File: config.mk
export PLATFORM = sky130hd
export DESIGN_NAME = grq_sqrt_cell
export DESIGN_NICKNAME = d
export VERILOG_FILES = /design/src/hdl/gyro_rate_to_delta_quaternion_macros.svh /design/src/hdl/grq_sqrt_cell.sv
export SDC_FILE = /design/constraint.sdc
export NUM_CORES = 1
export LEC_CHECK = 0
export BUFFER_PORTS_ARGS = -buffer_cell sky130_fd_sc_hd__clkbuf_2
export CELL_PAD_IN_SITES_DETAIL_PLACEMENT = 0
export CELL_PAD_IN_SITES_GLOBAL_PLACEMENT = 1
export CORE_ASPECT_RATIO = 2
export CORE_MARGIN = 1
export CORE_UTILIZATION = 43
export CTS_CLUSTER_SIZE = 16
export DETAILED_ROUTE_END_ITERATION = 8
export PLACE_DENSITY = 0.95
export SLEW_MARGIN = 20
export SYNTH_ARGS = -nofsm -noshare
export SYNTH_HDL_FRONTEND = slang
export SYNTH_SLANG_ARGS = --single-unit
File: constraint.sdc
create_clock -name clk -period 2.4 [get_ports clk]
set_clock_uncertainty 0.15 [all_clocks]
set_input_delay 0.24 -clock clk [delete_from_list [all_inputs] [get_ports clk]]
set_output_delay 0.24 -clock clk [all_outputs]
set_load 0.03 [all_outputs]
File: src/hdl/gyro_rate_to_delta_quaternion_macros.svh
// Assertion macros for the delta quaternion block
`ifndef GYRO_RATE_TO_DELTA_QUATERNION_MACROS_SVH
`define GYRO_RATE_TO_DELTA_QUATERNION_MACROS_SVH

// same-cycle implication
`define GRQ_ASSERT_IMPLY(lbl, ck, rn, ante, cons) \
	lbl: assert property (@(posedge ck) disable iff (!rn) (ante) |-> (cons)) \
		else $error("grq: implication check failed");

// next-cycle implication
`define GRQ_ASSERT_NEXT(lbl, ck, rn, ante, cons) \
	lbl: assert property (@(posedge ck) disable iff (!rn) (ante) |=> (cons)) \
		else $error("grq: next-cycle check failed");

`endif

File: src/hdl/grq_sqrt_cell.sv
module grq_sqrt_cell #(
	parameter int IDX = 0,
	parameter int TW = 1
) (
	input logic clk,
	input logic arst_n,
	input logic en,
	input logic in_vld,
	input logic [63:0] in_v,
	input logic [63:0] in_r,
	input logic [TW-1:0] in_tag,
	output logic out_vld,
	output logic [63:0] out_v,
	output logic [63:0] out_r,
	output logic [TW-1:0] out_tag
);

	localparam logic [63:0] BITV = 64'd1 << (62 - 2 * IDX);

	logic [63:0] trial;
	logic [63:0] v_n, r_n;
	logic vld_q;
	logic [63:0] v_q, r_q;
	logic [TW-1:0] tag_q;

	always_comb begin
		trial = in_r + BITV;
		if (in_v >= trial) begin
			v_n = in_v - trial;
			r_n = (in_r >> 1) + BITV;
		end else begin
			v_n = in_v;
			r_n = in_r >> 1;
		end
	end

	always_ff @(posedge clk or negedge arst_n) begin
		if (!arst_n) begin
			vld_q <= 1'b0;
		end else if (en) begin
			vld_q <= in_vld;
		end
	end

	always_ff @(posedge clk) begin
		if (en) begin
			v_q <= v_n;
			r_q <= r_n;
			tag_q <= in_tag;
		end
	end

	assign out_vld = vld_q;
	assign out_v = v_q;
	assign out_r = r_q;
	assign out_tag = tag_q;

endmodule

==> results.md <==
* Switching fraction of total power at 0.343
* Slowest-stage cell, CP: o41ai_4
* Slowest cell delay on critical path at 0.38 ns
* Clock power share at 0.269
* YS warnings at 0
* GPL Wtd Cong at 0.951
* CTS tree: built
* Post-route ant nets at 0
* WS Path Type: primary input to register
* Cell family with most CP delay: compound AO/OA/AOI/OAI gates
* Synthesized area at 9140 µm²
* EDFF count, synth at 129
* Total track usage at 0.335
* NetSw at 3.42 mW
* Met2 wire length at 21,600 µm
* Failing checks: negative setup slack
* Internal Power at 6.55 mW
* Final WS setup at -0.553 ns
* Longest Clk Path Bufs at 2
* Max VDD drop at 0.000565 V
* Final Power at 9.97 mW
* Most common library cells after synthesis: edfxtp_1, a21oi_1, inv_1
* Drt drc at 0
* Period utilization at 1.23
* Pwr Density at 612 nW/µm²
* Total die area at 21,900 µm²
* RSZ-0062 raised after global routing: yes
* CTS clock-pin slew for the worst setup and hold paths at 0.06 ns
* DR WL met3 at 2670 µm
* DR top layer: met4
* Vias/cell at 5.80
* Core Rows at 75
* Syn avg cell area at 9.92 µm²
* Req. time, crit path at 2.44 ns
* Critical Path AT at 3.00 ns
* Vias in the first global route at 11,100
* Remaining global-route overflow at 0
* Area delta synth->final at 78.1%
* Worst Setup Start Kind: primary input
* Buf/Inv on CP at 4
* Setup-failing EPs final at 66
* Outcome: finished with violations
* CP Cell Sequence: buf_8 -> inv_4 -> ha_4 -> nor2b_4 -> o2111ai_4 -> a211oi_2 -> nor2_2 -> o41ai_4 -> buf_4 -> buf_6 -> o2111ai_4 -> a21oi_4 -> nor2_4 -> xnor2_2 -> mux2_4
* Synthesized net count at 1,120
* Leakage Power at 7.59 nW
* Post-place instance area at 13,100 µm²
* Chip Height at 208 µm
* Number of nets in the layout at 1,804
* Metal-1 WL at 13,100 µm
* Post-Synthesis Cells at 922
* H-tree depth at 4
* Final Critical Period at 2.95 ns
* Top-count cell post-synth: edfxtp_1
* Placeable Area at 20,900 µm²
* F_max at 339 MHz
* Min-Delay Path Class: primary input to register
* Wire per inst at 21.6 µm
* Sequential power share at 0.294
* Ranking of synthesized cells by area: edfxtp_1, ha_1, a21oi_1
* Register bit total from synthesis at 130
* Vias post-DR at 11,000
* Worst path most repeated cell: o2111ai_4
* Slew @ Worst Pin at 0.591 ns
* Logic pwr share at 0.437
* Post-synth top area share at 0.424
* First DRT Iteration DRCs at 775
* Initial core utilization at 0.437
* IO Pins at 263
* Die W at 105 µm
* CTS sink count at 130
* Largest net degree at the start of global routing at 63
* Drt pass-1 iters at 5
* Top cell type by total area after synthesis: edfxtp_1
* Layout cells sized above 1 at 0.511
* Slew HR at 0.602
* Initial antenna violation count at 0
* Final wirelength at 40,900 µm
* Final Hold Viols at 0
* First-pass GRT wire length at 55,800 µm
* Post-synth top flop: edfxtp_1
* Final HPWL DP at 24,000 µm
* CP max FO at 2
* Crit path capture type: register
* CTS Buf Count at 17
* Antenna diode count at 0
* Register area share after synthesis at 0.426
* Clock root cell: clkbuf_16
* Port bufs at 262
* Max Cap Viol at 0
* Final count of pins violating max slew at 0
* Worst-Skew Late Latency at 0.44 ns
* Async set-reset flop share out of synthesis at 0.00769
* Cell area after layout at 16,300 µm²
* Synth unique cells at 68
* Filler cell count at 1,230
-- area by class of cell --
cell class	count	area (µm²)	share of cell area
inverters	87	339	0.0208
multi-input cells	669	5880	0.361
well taps	269	337	0.0207
clock inverters	6	105	0.00645
repair buffers	701	5250	0.322
clock buffers	26	479	0.0294
flip-flops and latches	130	3900	0.239
-- state kept, by name, indices dropped and copies added, names as in the netlist --
name / count
out_r: 64
out_tag: 1
out_v: 64
out_vld: 1
-- cell families (layout without fill, tap and decap cells) --
kind of cell,after synthesis,count (layout),share of synthesized area
AO/OA/AOI/OAI,272,272,0.191
AND/OR/NAND/NOR,223,223,0.119
flip-flops,130,130,0.426
buffers and inverters,123,820,0.0556
adder cells (fa/ha/maj),65,65,0.0898
XOR/XNOR,56,56,0.0536
multiplexers,53,53,0.0651
-- cell usage in the layout (no fill, tap or decap), types with 25 or more instances in the layout --
cell type / netlist / final
buf_4: 3 / 296
clkbuf_2: 0 / 255
edfxtp_1: 129 / 129
dlygate4sd3_1: 0 / 104
inv_1: 87 / 76
a21oi_1: 101 / 68
nand2_1: 69 / 65
mux2_4: 0 / 50
nor2_1: 60 / 45
a21o_1: 41 / 41
xnor2_1: 39 / 38
ha_1: 64 / 37
o21ai_0: 42 / 25
buf_6: 4 / 25
-- power groups by stage --
stage / clock [mW] / sequential, mW / combinational (mW)
after detailed placement: 0 / 2.96 / 3.31
after global placement: 0 / 2.95 / 3.24
after global routing: 2.76 / 2.94 / 4.52
after floorplan: 0 / 3.49 / 1.42
final: 2.68 / 2.93 / 4.36
after CTS: 2.66 / 2.92 / 3.83
-- repair_timing --
action	CTS	global route
gates cloned	4	2
hold endpoints to repair	122	1
setup buffers	21	25
pin swaps	29	49
gates resized for setup	120	130
hold buffers	103	1
endpoints found under the setup margin	66	66
-- through the flow --
step,setup TNS (ns),utilization,setup WS (ns),hold slack [ns],instances
after floorplan,-32.99,-,-0.564,-0.206,922
after detailed placement,-61.44,0.626,-1.25,-0.125,1706
after global placement,-59.66,0.626,-1.23,-0.135,1706
after CTS,-19.47,0.741,-0.394,-0.0624,1866
after global routing,-27.42,0.778,-0.562,0.0254,1888
final,-22.51,0.778,-0.553,0.0318,1888
-- layer usage --
metal | track usage | vias to the layer above
met4 | 0.269 | 0
met5 | 0 | -
met2 | 0.632 | 712
met1 | 0.302 | 5196
met3 | 0.0692 | 288
li1 | - | 4762
-- worst paths after layout --
path	from	endpoint	slack, ns	cells after the start
setup / recovery	in_r[1]	out_v[37]	-0.55	15
hold / removal	in_v[17]	out_v[17]	0.03	2
setup reg to reg	out_vld	out_vld	1.46	1
hold reg to reg	out_vld	out_vld	0.42	1
max in group asynchronous	arst_n	out_vld	1.50	3
min in group asynchronous	arst_n	out_vld	0.50	3
Note: power is estimated with default switching activity, not from simulation.
