===== src/hdl/gyro_rate_to_delta_quaternion_macros.svh =====
// Assertion macros for the delta quaternion block
`ifndef GYRO_RATE_TO_DELTA_QUATERNION_MACROS_SVH
`define GYRO_RATE_TO_DELTA_QUATERNION_MACROS_SVH

// same-cycle implication
`define GRQ_ASSERT_IMPLY(lbl, ck, rn, ante, cons) \
	lbl: assert property (@(posedge ck) disable iff (!rn) (ante) |-> (cons)) \
		else $error("grq: implication check failed");

// next-cycle implication
`define GRQ_ASSERT_NEXT(lbl, ck, rn, ante, cons) \
	lbl: assert property (@(posedge ck) disable iff (!rn) (ante) |=> (cons)) \
		else $error("grq: next-cycle check failed");

`endif


===== src/hdl/grq_div_cell.sv =====
module grq_div_cell #(
	parameter int RW = 32,
	parameter int NW = 31,
	parameter int LANES = 1,
	parameter int TW = 1
) (
	input logic clk,
	input logic arst_n,
	input logic en,
	input logic in_vld,
	input logic [RW-1:0] in_d,
	input logic [LANES-1:0][RW-1:0] in_rem,
	input logic [LANES-1:0][NW-1:0] in_num,
	input logic [LANES-1:0][NW-1:0] in_quo,
	input logic [TW-1:0] in_tag,
	output logic out_vld,
	output logic [RW-1:0] out_d,
	output logic [LANES-1:0][RW-1:0] out_rem,
	output logic [LANES-1:0][NW-1:0] out_num,
	output logic [LANES-1:0][NW-1:0] out_quo,
	output logic [TW-1:0] out_tag
);

	logic [LANES-1:0][RW-1:0] rem_n;
	logic [LANES-1:0][NW-1:0] num_n, quo_n;
	logic vld_q;
	logic [RW-1:0] d_q;
	logic [LANES-1:0][RW-1:0] rem_q;
	logic [LANES-1:0][NW-1:0] num_q, quo_q;
	logic [TW-1:0] tag_q;

	always_comb begin
		logic [RW:0] t;
		logic ge;
		for (int l = 0; l < LANES; l++) begin
			t = {in_rem[l], in_num[l][NW-1]};
			ge = t >= {1'b0, in_d};
			rem_n[l] = ge ? RW'(t - {1'b0, in_d}) : t[RW-1:0];
			num_n[l] = {in_num[l][NW-2:0], 1'b0};
			quo_n[l] = {in_quo[l][NW-2:0], ge};
		end
	end

	always_ff @(posedge clk or negedge arst_n) begin
		if (!arst_n) begin
			vld_q <= 1'b0;
		end else if (en) begin
			vld_q <= in_vld;
		end
	end

	always_ff @(posedge clk) begin
		if (en) begin
			d_q <= in_d;
			rem_q <= rem_n;
			num_q <= num_n;
			quo_q <= quo_n;
			tag_q <= in_tag;
		end
	end

	assign out_vld = vld_q;
	assign out_d = d_q;
	assign out_rem = rem_q;
	assign out_num = num_q;
	assign out_quo = quo_q;
	assign out_tag = tag_q;

endmodule


===== config.mk =====
export PLATFORM = sky130hd
export DESIGN_NAME = grq_div_cell
export DESIGN_NICKNAME = d
export VERILOG_FILES = /design/src/hdl/gyro_rate_to_delta_quaternion_macros.svh /design/src/hdl/grq_div_cell.sv
export SDC_FILE = /design/constraint.sdc
export NUM_CORES = 1
export LEC_CHECK = 0
export BUFFER_PORTS_ARGS = -buffer_cell sky130_fd_sc_hd__buf_2
export CORE_ASPECT_RATIO = 0.7
export CORE_MARGIN = 1.5
export CORE_UTILIZATION = 51
export CTS_CLUSTER_SIZE = 24
export DETAILED_ROUTE_END_ITERATION = 7
export GPL_ROUTABILITY_DRIVEN = 0
export PLACE_DENSITY = 0.85
export SKIP_CTS_REPAIR_TIMING = 1
export SLEW_MARGIN = 20
export SYNTH_ARGS = -nofsm -noshare
export SYNTH_HDL_FRONTEND = slang
export SYNTH_SLANG_ARGS = --single-unit
export TNS_END_PERCENT = 1

===== constraint.sdc =====
create_clock -name clk -period 2.25 [get_ports clk]
set_input_delay 0.3375 -clock clk [delete_from_list [all_inputs] [get_ports clk]]
set_output_delay 0.3375 -clock clk [all_outputs]
set_load 0.02 [all_outputs]

==> out/results.txt, run 1 <==
Count of max-cap constraint violations -> 0
Die boundary height -> 94.1 um
Overall global routing resource usage -> 0.291
Global-route wire length before repair -> 27600 um
Total congestion overflow -> 0
Lkg Pwr -> 4.15 nW
Total I/O pin count -> 259
HPWL after DPL -> 13700 um
Number of storage elements in the synthesis netlist -> 127
Sequential element share of the synthesized area -> 0.630
Most frequent cells in the layout -> 241 x sky130_fd_sc_hd__buf_2, 126 x sky130_fd_sc_hd__edfxtp_1, 95 x sky130_fd_sc_hd__buf_4, 53 x sky130_fd_sc_hd__a21oi_1, 35 x sky130_fd_sc_hd__nor2_1
Highest Clock Rate -> 0.357 GHz
Actual slew at the worst max-slew pin -> 659 ps
Prevailing post-synth register cell -> sky130_fd_sc_hd__edfxtp_1
Syn_nets -> 639
Net count of the finished layout -> 994
Fraction of registers with async set or reset after synthesis -> 0.00787
Number of flops mapped to enable cells by yosys -> 126
Via count of the first global-routing pass -> 5292
Count of synthesis-stage warnings from yosys -> 0
Area of the core -> 0.0116 sq mm
Cells after Synth -> 475
Slew Viols, Final -> 0
Synthesized cell area -> 0.00604 sq mm
Clock skew after layout -> 0 ps
Mean instance size in the synthesized netlist -> 12.7 sq um
DRC errors left -> 0
Post-DP Area -> 0.00823 sq mm
Number of rows in the core area -> 33
Endpoint class of the critical path -> flip-flop
Post-route cell area -> 0.00918 sq mm
CTS Sinks -> 127
Total die area -> 0.0125 sq mm
CTS clock-pin slew for the worst setup and hold paths -> 60 ps
Failing checks -> setup timing
Final setup violation count -> 33
CP Data Arrival Time -> 2950 ps
Count of different cell masters after synthesis -> 50
Iteration-0 DRC count of the detailed router -> 547
Final critical delay including setup and external delays -> 2800 ps
Startpoint class of the critical path -> primary input
Root Buffer -> sky130_fd_sc_hd__clkbuf_16
Routed vias/inst -> 5.44
Outcome -> finished with violations
Pin count of the biggest net entering global routing -> 60
TNS Setup -> -15720 ps
Data required time at the worst endpoint -> 2400 ps
Clock latency reported for the late side of the worst-skew pair -> 410 ps
Area growth syn-to-layout -> 51.9%
Final setup margin -> -548 ps
Worst slack at placement -> -970 ps
RSZ-0062 raised after global routing -> yes
Final critical-path share of the clock period -> 1.24
Post-route core utilization -> 0.788
Top fanout value on the critical path -> 8
Initial standard-cell utilization of the core -> 0.519
DR WL/cell -> 19.2 um
TritonCTS clock tree -> built
Final hold vios -> 0
CTS H-tree depth -> 4
WL final -> 19300 um
Min-Delay Path Class -> primary input to flip-flop
Leading cell type in the layout, fill and taps excluded -> sky130_fd_sc_hd__buf_2
Antenna violations before repair -> 4
Cell Pwr Density -> 801 mW/mm^2
Post-route ant nets -> 0
Drt first pass iters -> 5
Deepest clock path buffer count -> 2
Total of buffers placed on input and output ports -> 256
Vias after detailed routing -> 5455
Maximum vdd ir drop -> 0.685 mV
Relative slew slack -> 0.559
Proportion of layout cells with a drive suffix above 1 -> 0.517
Power, Total -> 0.00735 W
Clock buffer count from CTS -> 17
Critical path class -> primary input to flip-flop
Die boundary width -> 133 um
[worst max-delay path: stages]
cell and delay, ps:
sky130_fd_sc_hd__buf_4 100, sky130_fd_sc_hd__inv_2 40, sky130_fd_sc_hd__ha_4 250, sky130_fd_sc_hd__nand4_1 170, sky130_fd_sc_hd__or4_4 540, sky130_fd_sc_hd__a21oi_2 190, sky130_fd_sc_hd__nor3_2 70, sky130_fd_sc_hd__a211oi_2 250
sky130_fd_sc_hd__o21ai_2 140, sky130_fd_sc_hd__o31ai_4 320, sky130_fd_sc_hd__buf_6 210, sky130_fd_sc_hd__mux2_4 310
[final cells by class]
type	count	area [sq um]
repair buffers	355	2160
well taps	157	196
diodes	3	7.51
multi-input cells	291	2290
fillers	698	2470
inverters	38	158
clock inverters	13	118
flip-flops and latches	127	3810
clock buffers	19	433
[cell usage after synthesis, drive strengths merged (3+ instances only)]
library cell / instances / area (sq um)
o21a: 6 / 45.0
edfxtp: 126 / 3780
a21oi: 56 / 280
o21ai: 18 / 93.8
o21bai: 3 / 22.5
nand2b: 3 / 18.8
nand4: 8 / 50.1
clkbuf: 7 / 27.5
o211ai: 4 / 30.0
nor2: 35 / 131
nor4: 4 / 25.0
mux2: 11 / 124
a211oi: 4 / 35.0
buf: 12 / 70.1
a31oi: 5 / 31.3
a21o: 12 / 90.1
xor2: 12 / 105
xnor2: 15 / 131
inv: 38 / 143
ha: 32 / 400
nor2b: 3 / 18.8
nand3: 8 / 40.0
nand2: 26 / 97.6
[stage by stage]
stage	hold slack, ps	cells
global placement	113	957
detailed placement	117	957
global route	75.3	1001
finish	92.5	1003
CTS	-316	989
floorplan	41.9	475
[path summary, 6_finish.rpt]
check / from / end / slack (ps) / cells after the start
worst max register to register: out_vld / out_vld / 1470 / 1
worst max-delay path: in_d[17] / out_rem[4] / -550 / 12
worst min register to register: out_vld / out_vld / 550 / 1
worst min-delay path: in_quo[23] / out_quo[24] / 90 / 1
min in group asynchronous: arst_n / out_vld / 220 / 2
max in group asynchronous: arst_n / out_vld / 1940 / 2
[sequential cells by signal, summed over array words and instances (netlist names)]
name	flops
out_d	32
out_num	30
out_quo	31
out_rem	32
out_tag	1
out_vld	1
[metal layers]
layer,routed length (um),vias to the layer above,track usage
met3,1830,70,0.0820
met5,13,-,0
met2,9440,346,0.495
li1,-,2481,-
met1,7380,2556,0.360
met4,615,2,0.0989
[power by group]
| part | internal (W) | switching [W] | total [W] | leakage, nW |
|---|---|---|---|---|
| logic | 0.000778 | 0.00103 | 0.00181 | 2.63 |
| clock network | 0.00152 | 0.00106 | 0.00258 | 0.267 |
| registers | 0.00289 | 0.0000667 | 0.00296 | 1.25 |
| total | 0.00519 | 0.00216 | 0.00735 | 4.15 |
[cell families (layout without fill, tap and decap cells)]
family,after synthesis,in the layout,share of synthesized area
buf+inv,57,425,0.0398
other cells,1,4,0.000621
xor+xnor,27,27,0.0391
fa+ha+maj,33,33,0.0696
flops,127,127,0.630
compound gates,119,119,0.121
mux,12,12,0.0222
simple gates,99,99,0.0771
(Power assumes the default switching activity.)
==> inputs of run 2 (changes only) <==
--- a/config.mk
+++ b/config.mk
@@ -8,12 +8,11 @@
 export BUFFER_PORTS_ARGS = -buffer_cell sky130_fd_sc_hd__buf_2
 export CORE_ASPECT_RATIO = 0.7
 export CORE_MARGIN = 1.5
-export CORE_UTILIZATION = 51
+export CORE_UTILIZATION = 52
 export CTS_CLUSTER_SIZE = 24
 export DETAILED_ROUTE_END_ITERATION = 7
 export GPL_ROUTABILITY_DRIVEN = 0
-export PLACE_DENSITY = 0.85
-export SKIP_CTS_REPAIR_TIMING = 1
+export PLACE_DENSITY = 0.86
 export SLEW_MARGIN = 20
 export SYNTH_ARGS = -nofsm -noshare
 export SYNTH_HDL_FRONTEND = slang
==> run 2 against run 1 <==
The flow finishes with violations (DRC, setup timing). Sequential power barely moved. Worst hold slack lost 7.3 ps. Largest cell class unchanged. Final cell count is 0.20% higher. Sequential share of layout area is 0.60 points lower. Die area decreased by 1.9%. Global-route usage up 5.4 points. Power increased by 2.8%. Setup slack better by 49 ps. Wire length increased by 9.3%. Critical path depth up 1. Largest power group unchanged.
==> out/results.txt, run 2 (synthesis results as in run 1) <==
Outcome -> finished with violations
Failing checks -> DRC, setup timing
Final critical-path share of the clock period -> 1.22 (-0.0216)
Most frequent cells in the layout -> 237 x sky130_fd_sc_hd__buf_2, 126 x sky130_fd_sc_hd__edfxtp_1, 100 x sky130_fd_sc_hd__buf_4, 49 x sky130_fd_sc_hd__a21oi_1, 34 x sky130_fd_sc_hd__nor2_1
Internal power consumption -> 0.00525 W (+1.2%)
Number of rows in the core area -> 32 (-3.0%)
Die boundary width -> 132 um (-0.94%)
Post-route core utilization -> 0.834 (+0.0455)
Source of the worst hold timing path -> in_quo[29]
Highest Clock Rate -> 0.364 GHz (+1.8%)
Total congestion overflow -> 0 (unchanged)
Final setup violation count -> 33 (unchanged)
Iteration-0 DRC count of the detailed router -> 850 (+55%)
Min-Delay Path Class -> primary input to flip-flop
Antenna violations before repair -> 0 (-4)
Hold path endpoint -> out_quo[30]
Final critical delay including setup and external delays -> 2750 ps (-48.6 ps)
Non-filler instance count after layout -> 1005 (+0.20%)
Buffering stage count on the worst path with inverters included -> 4 (+1)
RSZ-0062 raised after global routing -> yes
CTS clock-pin slew for the worst setup and hold paths -> 60 ps (about the same)
Area of the core -> 0.0112 sq mm (-4.1%)
Clock buffer count from CTS -> 17 (unchanged)
Clock skew after layout -> 0 ps (unchanged)
Worst r2r path cells -> 1 (unchanged)
Post-route ant nets -> 0 (unchanged)
Total die area -> 0.0123 sq mm (-1.9%)
HPWL after DPL -> 13500 um (-1.6%)
Proportion of layout cells with a drive suffix above 1 -> 0.528 (+0.0110)
Lkg Pwr -> 4.21 nW (+1.6%)
DR WL/cell -> 21.0 um (+9.1%)
FILL cells -> 537 (-23%)
Worst reg2reg startpoint -> out_vld
Count of max-cap constraint violations -> 0 (unchanged)
Overall global routing resource usage -> 0.344 (+0.0538)
CP Data Arrival Time -> 2930 ps (-20 ps)
Worst reg-to-reg setup slack -> 1490 ps (+20 ps)
Root Buffer -> sky130_fd_sc_hd__clkbuf_16
CTS Sinks -> 127 (unchanged)
Cell mode on critical path -> sky130_fd_sc_hd__buf_6
Share of total power in combinational logic -> 0.253 (+0.006)
Slowest CP cell -> sky130_fd_sc_hd__or4_4
Initial standard-cell utilization of the core -> 0.541 (+0.0220)
Vias after detailed routing -> 5782 (+6.0%)
Pin count of the biggest net entering global routing -> 62 (+3.3%)
Hold path depth -> 1 (unchanged)
Switching power -> 0.00231 W (+6.8%)
Routed length on met1 -> 7850 um (+6.3%)
Final hold vios -> 0 (unchanged)
Number of cells after detailed placement -> 953 (-0.42%)
Startpoint class of the critical path -> primary input
Number of diodes added for antenna fixing -> 0 (-3)
Critical path's largest stage delay -> 580 ps (+40 ps)
Slew Viols, Final -> 0 (unchanged)
CTS H-tree depth -> 4 (unchanged)
DRC errors left -> 23 (+23)
Critical path class -> primary input to flip-flop
Global-route wire length before repair -> 31600 um (+15%)
Largest delay share family, worst path -> simple AND/OR/NAND/NOR gates
WL final -> 21100 um (+9.3%)
Switching share of power -> 0.305 (+0.0113)
TritonCTS clock tree -> built
Area growth syn-to-layout -> 54.1%
Cell Pwr Density -> 812 mW/mm^2 (+1.3%)
Area of all sequential standard cells -> 0.00381 sq mm (unchanged)
Routed vias/inst -> 5.75 (+5.8%)
Endpoint class of the critical path -> flip-flop
Top fanout value on the critical path -> 3 (-5)
Share of power burned in the clock network -> 0.356 (+0.005)
Final setup margin -> -499 ps (+48.6 ps)
Total I/O pin count -> 259 (unchanged)
Leading cell type in the layout, fill and taps excluded -> sky130_fd_sc_hd__buf_2
Data required time at the worst endpoint -> 2430 ps (+30 ps)
Deepest clock path buffer count -> 2 (unchanged)
Cell-by-cell listing of the critical path -> buf_6 -> inv_2 -> ha_4 -> nand4_1 -> or4_4 -> a21oi_2 -> nor3_2 -> a211oi_2 -> o21ai_2 -> o31ai_4 -> buf_6 -> buf_4 -> mux2_4
Net count of the finished layout -> 1003 (+0.91%)
Critical register-to-register path endpoint -> out_vld
Die boundary height -> 93.2 um (-0.94%)
Via count of the first global-routing pass -> 5715 (+8.0%)
Drt first pass iters -> 8 (+3)
Max Used Layer -> met4
TNS Setup -> -14130 ps (+1580 ps)
Detailed route wirelength on metal2 -> 10300 um (+8.7%)
Proportion of power drawn by flip-flops and latches -> 0.391 (-0.011)
Maximum vdd ir drop -> 0.558 mV (-19%)
Total area of multi-input combinational cells -> 0.00230 sq mm (+0.11%)
Total of buffers placed on input and output ports -> 256 (unchanged)
Clock latency reported for the late side of the worst-skew pair -> 420 ps (about the same)
Met3 layer wire length in the routed design -> 2150 um (+18%)
[run 2: how the worst max path moves through the flow]
stage	from	endpoint	slack (ps)	depth (start not counted)
2_1_floorplan	in_d[7]	out_rem[13]	-750	12
3_3_place_gp	in_d[0]	out_rem[30]	-830	12
3_5_place_dp	in_d[0]	out_rem[30]	-920	12
4_1_cts	in_num[30]	out_rem[30]	-380	13
5_1_grt	in_d[15]	out_rem[7]	-530	13
6_report	in_d[15]	out_rem[23]	-500	13
[run 2: metrics by stage]
step	hold slack [ps]	total power [W]	setup WS [ps]	instance area (sq um)
floorplan	41.9	0.00393	-746	6210
global placement	113	0.00458	-832	8220
detailed placement	117	0.00464	-922	8220
CTS	78.8	0.00748	-385	9260
global route	74.4	0.00778	-532	9310
finish	85.2	0.00756	-499	9310
[run 2: cell type report]
class / instances / area share
flip-flops and latches: 127 / 0.409
multi-input cells: 291 / 0.247
repair buffers: 364 / 0.245
clock buffers: 17 / 0.0457
well taps: 153 / 0.0206
inverters: 38 / 0.0169
clock inverters: 15 / 0.0157
[run 2: timing repair]
item | CTS | global route
hold buffers | 1 | 0
pin swaps | 20 | 13
buffers inserted | 15 | 6
endpoints found under the setup margin | 33 | 33
cloned | 2 | 0
endpoints found under the hold margin | 1 | 0
resized for setup | 67 | 21
[run 2: power groups by stage]
stage | combinational, W | clock (W) | sequential (W)
floorplan | 0.000614 | 0 | 0.00331
global placement | 0.00159 | 0 | 0.00299
detailed placement | 0.00164 | 0 | 0.00300
CTS | 0.00182 | 0.00270 | 0.00295
global route | 0.00200 | 0.00281 | 0.00298
finish | 0.00191 | 0.00269 | 0.00295
[run 2: routing by layer]
| layer | up-vias | global-route usage |
|---|---|---|
| li1 | 2493 | - |
| met1 | 2720 | 0.427 |
| met4 | 0 | 0.131 |
| met2 | 461 | 0.588 |
| met5 | - | 0 |
| met3 | 108 | 0.0878 |
