## src/hdl/gyro_rate_to_delta_quaternion_macros.svh

```systemverilog
// Assertion macros for the delta quaternion block
`ifndef GYRO_RATE_TO_DELTA_QUATERNION_MACROS_SVH
`define GYRO_RATE_TO_DELTA_QUATERNION_MACROS_SVH

// same-cycle implication
`define GRQ_ASSERT_IMPLY(lbl, ck, rn, ante, cons) \
	lbl: assert property (@(posedge ck) disable iff (!rn) (ante) |-> (cons)) \
		else $error("grq: implication check failed");

// next-cycle implication
`define GRQ_ASSERT_NEXT(lbl, ck, rn, ante, cons) \
	lbl: assert property (@(posedge ck) disable iff (!rn) (ante) |=> (cons)) \
		else $error("grq: next-cycle check failed");

`endif

```

## src/hdl/grq_pkg.sv

```systemverilog
package grq_pkg;

	localparam int CORDIC_STEPS_DEF = 24;
	localparam logic [23:0] SAMPLE_PERIOD_RST = 24'd16777;

	localparam logic signed [31:0] ONE_Q30 = 32'sh4000_0000;
	localparam logic signed [34:0] HALF_PI_Q30 = 35'sd1686629713;
	localparam logic signed [34:0] PI_Q30 = 35'sd3373259426;
	localparam logic signed [34:0] TWO_PI_Q30 = 35'sd6746518852;
	localparam logic signed [33:0] GAIN_INV_Q30 = 34'sd652032874;

	function automatic logic [31:0] atan_q30(input int idx);
		logic [31:0] v;
		case (idx)
			0: v = 32'h3243F6A8;
			1: v = 32'h1DAC6705;
			2: v = 32'h0FADBAFC;
			3: v = 32'h07F56EA6;
			4: v = 32'h03FEAB76;
			5: v = 32'h01FFD55B;
			6: v = 32'h00FFFAAA;
			7: v = 32'h007FFF55;
			8: v = 32'h003FFFEA;
			9: v = 32'h001FFFFD;
			10: v = 32'h000FFFFF;
			11: v = 32'h0007FFFF;
			12: v = 32'h0003FFFF;
			13: v = 32'h0001FFFF;
			14: v = 32'h0000FFFF;
			15: v = 32'h00007FFF;
			16: v = 32'h00003FFF;
			17: v = 32'h00001FFF;
			18: v = 32'h00000FFF;
			19: v = 32'h000007FF;
			20: v = 32'h000003FF;
			21: v = 32'h000001FF;
			22: v = 32'h000000FF;
			23: v = 32'h0000007F;
			24: v = 32'h0000003F;
			25: v = 32'h0000001F;
			26: v = 32'h0000000F;
			27: v = 32'h00000008;
			28: v = 32'h00000004;
			29: v = 32'h00000002;
			30: v = 32'h00000001;
			default: v = 32'h00000000;
		endcase
		return v;
	endfunction

endpackage

```

## src/hdl/grq_cordic_cell.sv

```systemverilog
module grq_cordic_cell #(
	parameter int IDX = 0,
	parameter int TW = 1
) (
	input logic clk,
	input logic arst_n,
	input logic en,
	input logic in_vld,
	input logic signed [33:0] in_x,
	input logic signed [33:0] in_y,
	input logic signed [33:0] in_z,
	input logic [TW-1:0] in_tag,
	output logic out_vld,
	output logic signed [33:0] out_x,
	output logic signed [33:0] out_y,
	output logic signed [33:0] out_z,
	output logic [TW-1:0] out_tag
);

	localparam logic signed [33:0] ANG = signed'({2'b00, grq_pkg::atan_q30(IDX)});

	logic signed [33:0] xs, ys;
	logic signed [33:0] x_n, y_n, z_n;
	logic vld_q;
	logic signed [33:0] x_q, y_q, z_q;
	logic [TW-1:0] tag_q;

	always_comb begin
		xs = in_x >>> IDX;
		ys = in_y >>> IDX;
		if (in_z >= 0) begin
			x_n = in_x - ys;
			y_n = in_y + xs;
			z_n = in_z - ANG;
		end else begin
			x_n = in_x + ys;
			y_n = in_y - xs;
			z_n = in_z + ANG;
		end
	end

	always_ff @(posedge clk or negedge arst_n) begin
		if (!arst_n) begin
			vld_q <= 1'b0;
		end else if (en) begin
			vld_q <= in_vld;
		end
	end

	always_ff @(posedge clk) begin
		if (en) begin
			x_q <= x_n;
			y_q <= y_n;
			z_q <= z_n;
			tag_q <= in_tag;
		end
	end

	assign out_vld = vld_q;
	assign out_x = x_q;
	assign out_y = y_q;
	assign out_z = z_q;
	assign out_tag = tag_q;

endmodule

```

## config.mk

```make
export PLATFORM = sky130hd
export DESIGN_NAME = grq_cordic_cell
export DESIGN_NICKNAME = d
export VERILOG_FILES = /design/src/hdl/gyro_rate_to_delta_quaternion_macros.svh /design/src/hdl/grq_pkg.sv /design/src/hdl/grq_cordic_cell.sv
export SDC_FILE = /design/constraint.sdc
export NUM_CORES = 1
export LEC_CHECK = 0
export BUFFER_PORTS_ARGS = -buffer_cell sky130_fd_sc_hd__buf_2
export CORE_UTILIZATION = 50
export CTS_CLUSTER_DIAMETER = 150
export DETAILED_ROUTE_END_ITERATION = 10
export PLACE_DENSITY_LB_ADDON = 0.15
export SLEW_MARGIN = 15
export SYNTH_ARGS = -nofsm -noshare
export SYNTH_HDL_FRONTEND = slang
export SYNTH_SLANG_ARGS = --single-unit
```

## constraint.sdc

```tcl
create_clock -name clk -period 0.8 [get_ports clk]
set_input_delay 0.04 -clock clk [delete_from_list [all_inputs] [get_ports clk]]
set_output_delay 0.04 -clock clk [all_outputs]
set_load 0.05 [all_outputs]
```

==> run metrics, run 1 <==
Mapped Area=10,500 µm²; H-tree lvl count=3; warnings from Yosys=0; Starting Density=51.5%; hpwl dp=31,300 µm; mux cell area share after synthesis=1.06%; XOR/XNOR Fraction of Synth Area=7.75%; Die Wd=147 µm; FFs w/ async S/R, synth=0.971%; CTS sink cnt=103; clock root buffer=clkbuf_16; row count=52; Net Count, Synth=1,480; Post-Synth Simple-Gate Area=15.3%; TritonCTS Buffers=9; status=did not finish; Synth top area share=29.1%; Compound-Gate Fraction of Synth Area=24.5%; GRT overflow=36; global-route usage over all layers=77.9%; Post-synth EDFFs=102; largest family of logic cells by synthesized area=compound AO/OA/AOI/OAI gates; Stop stage=global routing (5_1_grt); worst setup endpoint GRT=out_z[32]$_DFFE_PP_/D; ranking of synthesized cells by area=edfxtp_1 29%, ha_1 15%, a21oi_1 6.8%; die height=147 µm; Distinct cells, synth=70; sequential element share of the synthesized area=29.4%; Run Error=[ERROR GRT-0232] Routing congestion too high. Check the congestion heatmap in the GUI.; Max clock buf depth=2; adder-cell share of the synthesized area=16.1%; largest net degree at the start of global routing=35; Syn Area/Cell=8.48 µm²; I/O pin count=211; Port Buffers=210; Worst End Pin Type=sequential cell input; Yosys reg bits=103; Synth Instances=1,240; top_reg_cell synth=edfxtp_1; area leader, netlist=edfxtp_1; routability cong.=1.01
## logic make-up after synthesis
group | count (synthesis)
and+or+nand+nor | 325
muxes | 11
adders and majority gates | 133
DFF | 103
xor gates and xnor gates | 93
buffers and inverters | 163
AOI/OAI and AO/OA | 412
## layer usage
layer	GRT overflow	global-route usage (%)
met4	19	81.1
met1	0	75.8
met2	17	95.4
met3	0	62.0
met5	0	38.2
## cells in the mapped netlist, types with 10 or more instances
| cell type | count |
|---|---|
| mux2i_1 | 10 |
| a211oi_1 | 13 |
| nand2_1 | 68 |
| o21bai_1 | 20 |
| nand2b_1 | 23 |
| nand3_1 | 23 |
| xnor2_1 | 76 |
| nor2b_1 | 17 |
| nor2_1 | 93 |
| xor2_1 | 17 |
| a21oi_1 | 142 |
| inv_1 | 111 |
| a31oi_1 | 12 |
| o211ai_1 | 20 |
| clkbuf_1 | 43 |
| edfxtp_1 | 102 |
| o21a_1 | 11 |
| ha_1 | 129 |
| nand4_1 | 10 |
| o21ai_0 | 87 |
| a21o_1 | 40 |
| nor3_1 | 25 |
| and3_1 | 12 |
## stage by stage
stage	worst slack [ns]	setup TNS (ns)	hold WS (ns)	cells	cell area, µm²
3_5_place_dp	-3.03	-189.39	-0.184	2121	15700
2_1_floorplan	-2.78	-140.42	-0.256	1240	11200
3_3_place_gp	-2.87	-182.44	-0.184	2121	15700
4_1_cts	-2.43	-165.06	0.0739	2185	17700
## timing repair
| item | in CTS |
|---|---|
| cloned | 7 |
| hold buffers | 7 |
| endpoints found under the setup margin | 200 |
| pin swaps | 165 |
| setup buffers | 45 |
| gates resized for setup | 291 |
| endpoints found under the hold margin | 6 |
==> run 2, diff against run 1 <==
--- a/config.mk
+++ b/config.mk
@@ -6,8 +6,7 @@
 export NUM_CORES = 1
 export LEC_CHECK = 0
 export BUFFER_PORTS_ARGS = -buffer_cell sky130_fd_sc_hd__buf_2
-export CORE_UTILIZATION = 50
-export CTS_CLUSTER_DIAMETER = 150
+export CORE_UTILIZATION = 35
 export DETAILED_ROUTE_END_ITERATION = 10
 export PLACE_DENSITY_LB_ADDON = 0.15
 export SLEW_MARGIN = 15
==> run metrics, run 2 <==
share of cells above drive strength 1=53.8%; vias in the first global route=12,400; r2r setup slk=0.02 ns; Post-synth EDFFs=102 (unchanged); hpwl dp=32,200 µm (+2.9%); TritonCTS Buffers=9 (unchanged); CP Buf/Inv Count=3; GRT overflow=0; master of the slowest instance on the critical path=a221o_1; first-pass GRT wire length=66,000 µm; ranking of synthesized cells by area=edfxtp_1 29%, ha_1 15%, a21oi_1 6.8%; Tcrit/Tclk final=403%; total number of vias=12,400; Multi-input gate area=8600 µm²; Max clock buf depth=2 (unchanged); Startpoint Class=input port; WP data required=0.92 ns; CP max FO=5; setup tns final=-164.51 ns; DR DRC count=0; core area=29,600 µm²; first-pass detailed-route iteration total=5; violated checks=negative setup slack; Post-synth top cells=142 x a21oi_1, 129 x ha_1, 111 x inv_1; CTS sink cnt=103 (unchanged); Starting Density=35.5% (-16 points); routability cong.=0.968 (-4.1%); Mapped Area=10,500 µm² (unchanged); sequential element share of the synthesized area=29.4% (unchanged); worst slew pin tran=0.579 ns; Die Wd=175 µm (+19%); fin crit period=3.23 ns; CTS tree=built; wire per inst=18.9 µm; global-route usage over all layers=27.9%; relative slew slack=61.0%; H-tree lvl count=3 (unchanged); I/O pin count=211 (unchanged); Synth-to-Final Area Change=85.3%; HP Class=in2reg; Net Count, Synth=1,480 (unchanged); max incr delay on CP=0.35 ns; status=finished with violations; most common cell after layout, fill and taps aside=buf_4; Seq. cell area=3090 µm²; Final setup viols=200; row count=63 (+21%); Distinct cells, synth=70 (unchanged); most frequent cell after synthesis=a21oi_1; power density over the cells=1540 nW/µm²; largest net degree at the start of global routing=41; area leader, netlist=edfxtp_1; warnings from Yosys=0 (unchanged); filler cell count in the final layout=2,414; WHS=0.0477 ns; FFs w/ async S/R, synth=0.971% (unchanged); Post-Route WL=44,600 µm; ANT cells=0; Max Cap Violations=0; Yosys reg bits=103 (unchanged); final slew viol count=0; CP Capture Type=flip-flop; Worst Skew=0 ns; clock root buffer=clkbuf_16; Port Buffers=210 (unchanged); FMAX=310 MHz; worst skew pair latency=0.36 ns; Crit Path Category=in2reg; die area=30,700 µm²; Final Hold Vio Count=0; die height=175 µm (+19%); RSZ-0062 raised after global routing=yes; initial antenna violation count=2; Starting DRT DRC Count=759; Post-Place Worst Slack=-3.02 ns (+0.00907 ns); Synth Instances=1,240 (unchanged); Leak Pwr=8.91 nW; Syn Area/Cell=8.48 µm² (unchanged); crit-path cells=buf_12 > inv_12 > ha_4 > nor4b_4 > nand4_1 > nor3_4 > nand2b_4 > buf_12 > ha_4 > a21o_1 > a21o_1 > a221o_1 > a221o_1 > a211o_1 > a21oi_4 > nor2b_2 > a311oi_2 > xnor2_1; Synth top area share=29.1% (unchanged); nets@finish=2,210; VDD IR-drop max=1.19 mV; routed vias/inst=5.22; final worst setup slack=-2.43 ns; Clock transition at path regs=0.08 ns; Detail Route Antenna Nets=0; Crit path max-delay family=compound AO/OA/AOI/OAI gates; Worst EP arrival=3.35 ns; top_reg_cell synth=edfxtp_1; most frequent cells in the layout=484 x buf_4, 156 x buf_6, 102 x edfxtp_1
==> run 2: cell counts after synthesis <==
Identical to the previous run, type by type.
==> run 2: worst paths after layout <==
path	cells after the start	end	start
min in group asynchronous	3	out_vld$_DFFE_PN0P_	arst_n
worst min register to register	1	out_vld$_DFFE_PN0P_	out_vld$_DFFE_PN0P_
worst max-delay path	18	out_z[26]$_DFFE_PP_	in_z[33]
worst min-delay path	3	out_x[0]$_DFFE_PP_	in_y[0]
worst max register to register	1	out_vld$_DFFE_PN0P_	out_vld$_DFFE_PN0P_
max in group asynchronous	3	out_vld$_DFFE_PN0P_	arst_n
==> run 2: repair_timing <==
action                     CTS  global route
resized for setup          497            92
pin swaps                  153           104
setup endpoints to repair  200           201
setup buffers               71            34
hold endpoints to repair     6             0
hold buffers                 7             0
gates cloned                 9             0
==> run 2: final cells by class <==
class	instances	area share [%]
Clock inverter	6	0.308
Multi-Input combinational cell	974	44.2
Clock buffer	10	1.18
Inverter	113	2.38
Sequential cell	103	15.9
Tap cell	390	2.50
Timing Repair Buffer	769	33.6
==> run 2: power breakdown <==
group | internal [mW] | total (mW) | leakage (nW) | switching [mW]
clock | 2.43 | 4.72 | 0.140 | 2.29
combinational | 7.95 | 17.5 | 7.76 | 9.60
sequential | 7.17 | 7.67 | 1.01 | 0.505
total | 17.5 | 29.9 | 8.91 | 12.4
==> run 2: tightest hold or removal path, cell delays in order <==
cell and delay [ns]:
buf_8 0.08, ha_4 0.11, inv_1 0.03
==> run 2: kinds of logic (layout without fill, tap and decap cells) <==
kind of cell | after synthesis | after routing | share of synthesized area, %
adder cells (fa/ha/maj) | 133 | 133 | 16.1
AO/OA/AOI/OAI | 412 | 412 | 24.5
flip-flops | 103 | 103 | 29.4
buffers and inverters | 163 | 898 | 5.88
AND/OR/NAND/NOR | 325 | 325 | 15.3
multiplexers | 11 | 11 | 1.06
XOR/XNOR | 93 | 93 | 7.75
==> run 2: layer usage <==
metal  vias up  track usage [%]  routed length (µm)
met1      5922             35.3               19300
met3        85             3.64                2230
met2       418             48.1               21800
met5         -                0                  26
li1       5928                -                   -
met4         4             10.3                1330
==> run 2: through the flow <==
step	std cells	instance area [µm²]	total power [mW]	util, %
detailed placement	2254	15900	21.4	53.7
global placement	2254	15900	21.3	53.7
finish	2365	19500	29.9	65.7
floorplan	1240	11200	15.8	-
CTS	2347	18900	29.1	63.9
global route	2365	19500	31.1	65.7
Note: power is estimated with default switching activity, not from simulation.
==> run 3, diff against run 2 <==
--- a/config.mk
+++ b/config.mk
@@ -9,6 +9,7 @@
 export CORE_UTILIZATION = 35
 export DETAILED_ROUTE_END_ITERATION = 10
 export PLACE_DENSITY_LB_ADDON = 0.15
+export SETUP_SLACK_MARGIN = 0.5
 export SLEW_MARGIN = 15
 export SYNTH_ARGS = -nofsm -noshare
 export SYNTH_HDL_FRONTEND = slang
==> run metrics, run 3 (same netlist as run 2, synthesis figures left out) <==
Worst Skew=0 ns (unchanged); master of the slowest instance on the critical path=or4_1; ANT cells=0 (unchanged); Max clock buf depth=2 (unchanged); worst skew pair latency=0.37 ns (about the same); largest net degree at the start of global routing=20 (-51%); Crit Path Category=in2reg; total number of vias=12,300 (-0.84%); Port Buffers=210 (unchanged); Post-Layout Cell Count=2,375 (+0.42%); Starting DRT DRC Count=761 (+0.26%); Post-Route WL=43,100 µm (-3.4%); HP Class=in2reg; relative slew slack=66.2% (+5.2 points); Starting Density=35.5% (unchanged); status=finished with violations; CTS sink cnt=103 (unchanged); share of cells above drive strength 1=53.9% (+0.13 points); core area=29,600 µm² (unchanged); Synth-to-Final Area Change=87.0%; total power=30.4 mW (+1.6%); violated checks=negative hold slack, negative setup slack; filler cell count in the final layout=2,370 (-1.8%); final worst setup slack=-2.38 ns (+0.0450 ns); Detail Route Antenna Nets=0 (unchanged); H-tree lvl count=3 (unchanged); placed cells=2,256 (+0.089%); final slew viol count=0 (unchanged); Worst EP arrival=3.30 ns (-0.05 ns); FMAX=314 MHz (+1.4%); Startpoint Class=input port; power density over the cells=1550 nW/µm² (+0.68%); DR DRC count=0 (unchanged); Max Cap Violations=0 (unchanged); row count=63 (unchanged); Leak Pwr=9.00 nW (+1.0%); most frequent cells in the layout=482 x buf_4, 171 x buf_6, 102 x edfxtp_1; clock root buffer=clkbuf_16; wire per inst=18.1 µm (-3.8%); hpwl dp=31,900 µm (-1.0%); CP max FO=8 (+3); first-pass GRT wire length=65,800 µm (-0.32%); Final Hold Vio Count=6 (+6); CP Capture Type=flip-flop; initial antenna violation count=1 (-1); CTS tree=built; nets@finish=2,220 (+0.45%); Tcrit/Tclk final=398% (-5.6 points); first-pass detailed-route iteration total=5 (unchanged); RSZ-0062 raised after global routing=yes; I/O pin count=211 (unchanged); most common cell after layout, fill and taps aside=buf_4; fin crit period=3.18 ns (-0.0450 ns); most frequent CP cell=buf_4; global-route usage over all layers=27.6% (-0.27 points); GRT overflow=0 (unchanged); Final setup viols=201 (+0.50%); Die Wd=175 µm (unchanged); TritonCTS Buffers=9 (unchanged); vias in the first global route=12,400 (-0.11%); max incr delay on CP=0.40 ns (+0.05 ns); worst slew pin tran=0.505 ns (-0.0740 ns); routability cong.=0.949 (-2.0%); die area=30,700 µm² (unchanged); routed vias/inst=5.16 (-1.3%); crit-path cells=buf_4 > nor4_4 > nand3_2 > nor3_4 > nand2b_4 > inv_6 > buf_4 > buf_8 > ha_1 > a22o_1 > nor3_2 > nand3b_1 > o211ai_1 > o21bai_1 > a21o_1 > or4_1 > and4_1; WP data required=0.92 ns (about the same); VDD IR-drop max=1.13 mV (-4.5%); Clock transition at path regs=0.07 ns (about the same); WHS=-0.147 ns (-0.195 ns); die height=175 µm (unchanged); CTS Hold Bufs=1 (-6)
run 3: changes by cell type in the layout (fill, tap and decap cells not counted), sizes merged:
cell         delta
clkinv          -2
dlygate4sd3     -6
bufbuf          +2
buf            +12
bufinv          +1
clkbuf          +2
inv             +1
run 3: layer usage:
| layer | global-route usage (%) | up-vias | wire length, µm |
|---|---|---|---|
| met5 | 0 | - | 0 |
| met4 | 10.8 | 0 | 1330 |
| met3 | 3.70 | 81 | 2180 |
| met2 | 47.8 | 413 | 21100 |
| met1 | 34.5 | 5811 | 18400 |
| li1 | - | 5948 | - |
run 3: cell type report:
| type | instances | area [µm²] | area share (%) |
|---|---|---|---|
| repair buffers | 779 | 6820 | 34.7 |
| clock inverters | 6 | 92.6 | 0.471 |
| inverters | 113 | 479 | 2.44 |
| multi-input cells | 974 | 8470 | 43.1 |
| well taps | 390 | 488 | 2.48 |
| flip-flops and latches | 103 | 3090 | 15.7 |
| clock buffers | 10 | 229 | 1.16 |
run 3: worst max-delay path: cells and delay by family:
| kind | cells | cell delay [ns] |
|---|---|---|
| fa+ha+maj | 1 | 0.20 |
| buf+inv | 4 | 0.52 |
| simple gates | 8 | 1.72 |
| compound gates | 4 | 0.81 |
run 3: metrics by stage:
step           util [%]  setup WS, ns  area, µm²  setup TNS [ns]
2_1_floorplan         -         -2.78      11200         -140.39
3_3_place_gp       53.8         -3.02      15900         -187.43
3_5_place_dp       53.8         -3.07      15900         -189.26
4_1_cts            63.5         -2.37      18800         -153.92
5_1_grt            66.3         -2.57      19700         -171.72
6_report           66.3         -2.38      19700         -158.82
run 3: final timing paths:
path / startpoint / endpoint / slack (ns) / depth (start not counted)
max: in_z[23] / out_z[27]$_DFFE_PP_ / -2.38 / 17
min: in_tag / out_tag$_DFFE_PP_ / -0.15 / 1
max reg2reg: out_vld$_DFFE_PN0P_ / out_vld$_DFFE_PN0P_ / -0.10 / 2
min reg2reg: out_vld$_DFFE_PN0P_ / out_vld$_DFFE_PN0P_ / 0.63 / 2
max in group asynchronous: arst_n / out_vld$_DFFE_PN0P_ / 0.72 / 2
min in group asynchronous: arst_n / out_vld$_DFFE_PN0P_ / -0.01 / 2
run 3: power by group:
group	switching, mW	internal (mW)	leakage (nW)
clock network	2.33	2.78	0.155
logic	9.50	8.14	7.84
registers	0.503	7.17	1.01
run 3: timing repair:
item	4_1_cts	5_1_grt
resized for setup	481	107
endpoints found under the hold margin	6	6
pin swaps	158	91
buffers inserted	48	40
cloned	11	3
setup endpoints to repair	301	292
==> run 4, diff against run 3 <==
--- a/config.mk
+++ b/config.mk
@@ -6,6 +6,7 @@
 export NUM_CORES = 1
 export LEC_CHECK = 0
 export BUFFER_PORTS_ARGS = -buffer_cell sky130_fd_sc_hd__buf_2
+export CORE_ASPECT_RATIO = 1.75
 export CORE_UTILIZATION = 35
 export DETAILED_ROUTE_END_ITERATION = 10
 export PLACE_DENSITY_LB_ADDON = 0.15
==> run metrics, run 4 (same netlist as run 2, synthesis figures left out) <==
CP max FO=4 (-4); Worst Skew=0 ns (unchanged); most frequent cells in the layout=467 x buf_4, 156 x buf_6, 102 x edfxtp_1; setup tns final=-173.77 ns (-14.95 ns); placed cells=2,236 (-0.89%); share of cells above drive strength 1=54.6% (+0.71 points); hpwl dp=33,900 µm (+6.2%); metal1 wirelength=15,600 µm (-15%); WHS=-0.161 ns (-0.0137 ns); Top Layer Used=met4; row count=83 (+32%); Final setup viols=200 (-0.50%); DR DRC count=0 (unchanged); violated checks=negative hold slack, negative setup slack; RSZ-0062 raised after global routing=yes; Worst Hold Launch=in_tag; die height=231 µm (+32%); H-tree lvl count=3 (unchanged); Die Wd=133 µm (-24%); WP data required=0.93 ns (about the same); FMAX=289 MHz (-7.9%); HP Class=in2reg; power density over the cells=1520 nW/µm² (-2.0%); worst skew pair latency=0.38 ns (about the same); core area=29,500 µm² (-0.49%); worst r2r src=out_vld$_DFFE_PN0P_; Starting DRT DRC Count=511 (-33%); initial antenna violation count=1 (unchanged); Max Cap Violations=0 (unchanged); Crit. Startpoint=in_z[16]; Synth-to-Final Area Change=91.1%; Max clock buf depth=2 (unchanged); Detail Route Antenna Nets=0 (unchanged); CP Capture Type=flip-flop; total number of vias=12,600 (+2.7%); Post-Route WL=46,800 µm (+8.6%); VDD IR-drop max=1.26 mV (+11%); nets@finish=2,221 (+0.045%); first-pass GRT wire length=69,500 µm (+5.6%); first-pass detailed-route iteration total=5 (unchanged); CTS sink cnt=103 (unchanged); CTS tree=built; CTS Hold Bufs=1 (unchanged); global-route usage over all layers=29.7% (+2.1 points); Startpoint Class=input port; largest net degree at the start of global routing=20 (unchanged); routed vias/inst=5.31 (+3.0%); fin crit period=3.45 ns (+0.273 ns); Leak Pwr=9.12 nW (+1.3%); met2 wire len=25,600 µm (+21%); final worst setup slack=-2.65 ns (-0.273 ns); Worst EP arrival=3.59 ns (+0.29 ns); GRT overflow=0 (unchanged); clock root buffer=clkbuf_16; Tcrit/Tclk final=432% (+34 points); Port Buffers=210 (unchanged); vias in the first global route=13,400 (+7.5%); final slew viol count=0 (unchanged); Post-Layout Cell Count=2,368 (-0.29%); status=finished with violations; I/O pin count=211 (unchanged); routability cong.=0.940 (-1.0%); most common cell after layout, fill and taps aside=buf_4; Crit Path Category=in2reg; wire per inst=19.8 µm (+9.0%); TritonCTS Buffers=9 (unchanged); Starting Density=35.7% (+0.17 points); Clock transition at path regs=0.07 ns (about the same); relative slew slack=64.1% (-2.1 points); wire length on met3=1770 µm (-19%); worst slew pin tran=0.534 ns (+0.0291 ns); die area=30,800 µm² (about the same); Final Hold Vio Count=6 (unchanged)
[run 4: changes by cell type in the layout (fill, tap and decap cells not counted), moves of 5 or more]
| cell | delta |
|---|---|
| buf_8 | +6 |
| ha_2 | -7 |
| buf_6 | -15 |
| buf_2 | +5 |
| ha_4 | +8 |
| buf_12 | +11 |
| buf_4 | -15 |
| buf_16 | +9 |
[run 4: final timing paths]
check | slack [ns] | cells past startpoint | to
worst min-delay path | -0.16 | 1 | out_tag$_DFFE_PP_
worst min register to register | 0.54 | 1 | out_vld$_DFFE_PN0P_
min in group asynchronous | -0.02 | 2 | out_vld$_DFFE_PN0P_
worst max-delay path | -2.65 | 16 | out_z[32]$_DFFE_PP_
worst max register to register | 0.02 | 1 | out_vld$_DFFE_PN0P_
max in group asynchronous | 0.73 | 2 | out_vld$_DFFE_PN0P_
[run 4: cell type report]
| class | instances | area [µm²] |
|---|---|---|
| sequential | 103 | 3090 |
| multi-input combinational | 974 | 8640 |
| clock buffer | 10 | 229 |
| clock inverter | 5 | 81.3 |
| fill | 2302 | 9400 |
| antenna | 1 | 2.50 |
| timing repair buffer | 780 | 7090 |
| inverter | 113 | 479 |
| tap | 382 | 478 |
[run 4: per-layer routing]
| layer | up-vias | global-route usage (%) |
|---|---|---|
| met1 | 5953 | 28.0 |
| met5 | - | 0 |
| met2 | 464 | 57.9 |
| met4 | 0 | 22.3 |
| li1 | 5975 | - |
| met3 | 190 | 3.26 |
[run 4: per-stage QoR]
step	power (mW)	setup slack (ns)	area [µm²]	util, %	hold WS, ns
finish	30.5	-2.65	20100	68.1	-0.161
global route	31.6	-2.77	20100	68.1	-0.171
CTS	29.4	-2.52	19100	64.8	-0.182
detailed placement	21.3	-3.36	15800	53.7	-0.183
global placement	21.2	-3.36	15800	53.7	-0.186
floorplan	15.8	-2.78	11200	-	-0.256
[run 4: timing repair]
action                                 4_1_cts  5_1_grt
endpoints found under the hold margin        6        6
setup buffers                               64       30
pin swaps                                  135      102
cloned                                      16        5
setup endpoints to repair                  302      303
gates resized for setup                    512      122
[run 4: critical path, cell delays in order]
cell and delay, ns:
buf_2 0.11, nor4_2 0.39, nand4_1 0.20, nor3_2 0.22
nand2b_4 0.25, buf_6 0.14, ha_4 0.20, a21o_1 0.15
a21o_1 0.15, a221o_1 0.34, a221o_1 0.39, a211o_1 0.37
a21oi_4 0.22, o211ai_1 0.12, a31oi_1 0.20, xor2_1 0.09
[run 4: power breakdown]
part,leakage [nW],switching [mW],internal [mW]
sequential,1.01,0.461,7.16
clock,0.151,2.22,2.74
combinational,7.96,9.73,8.16
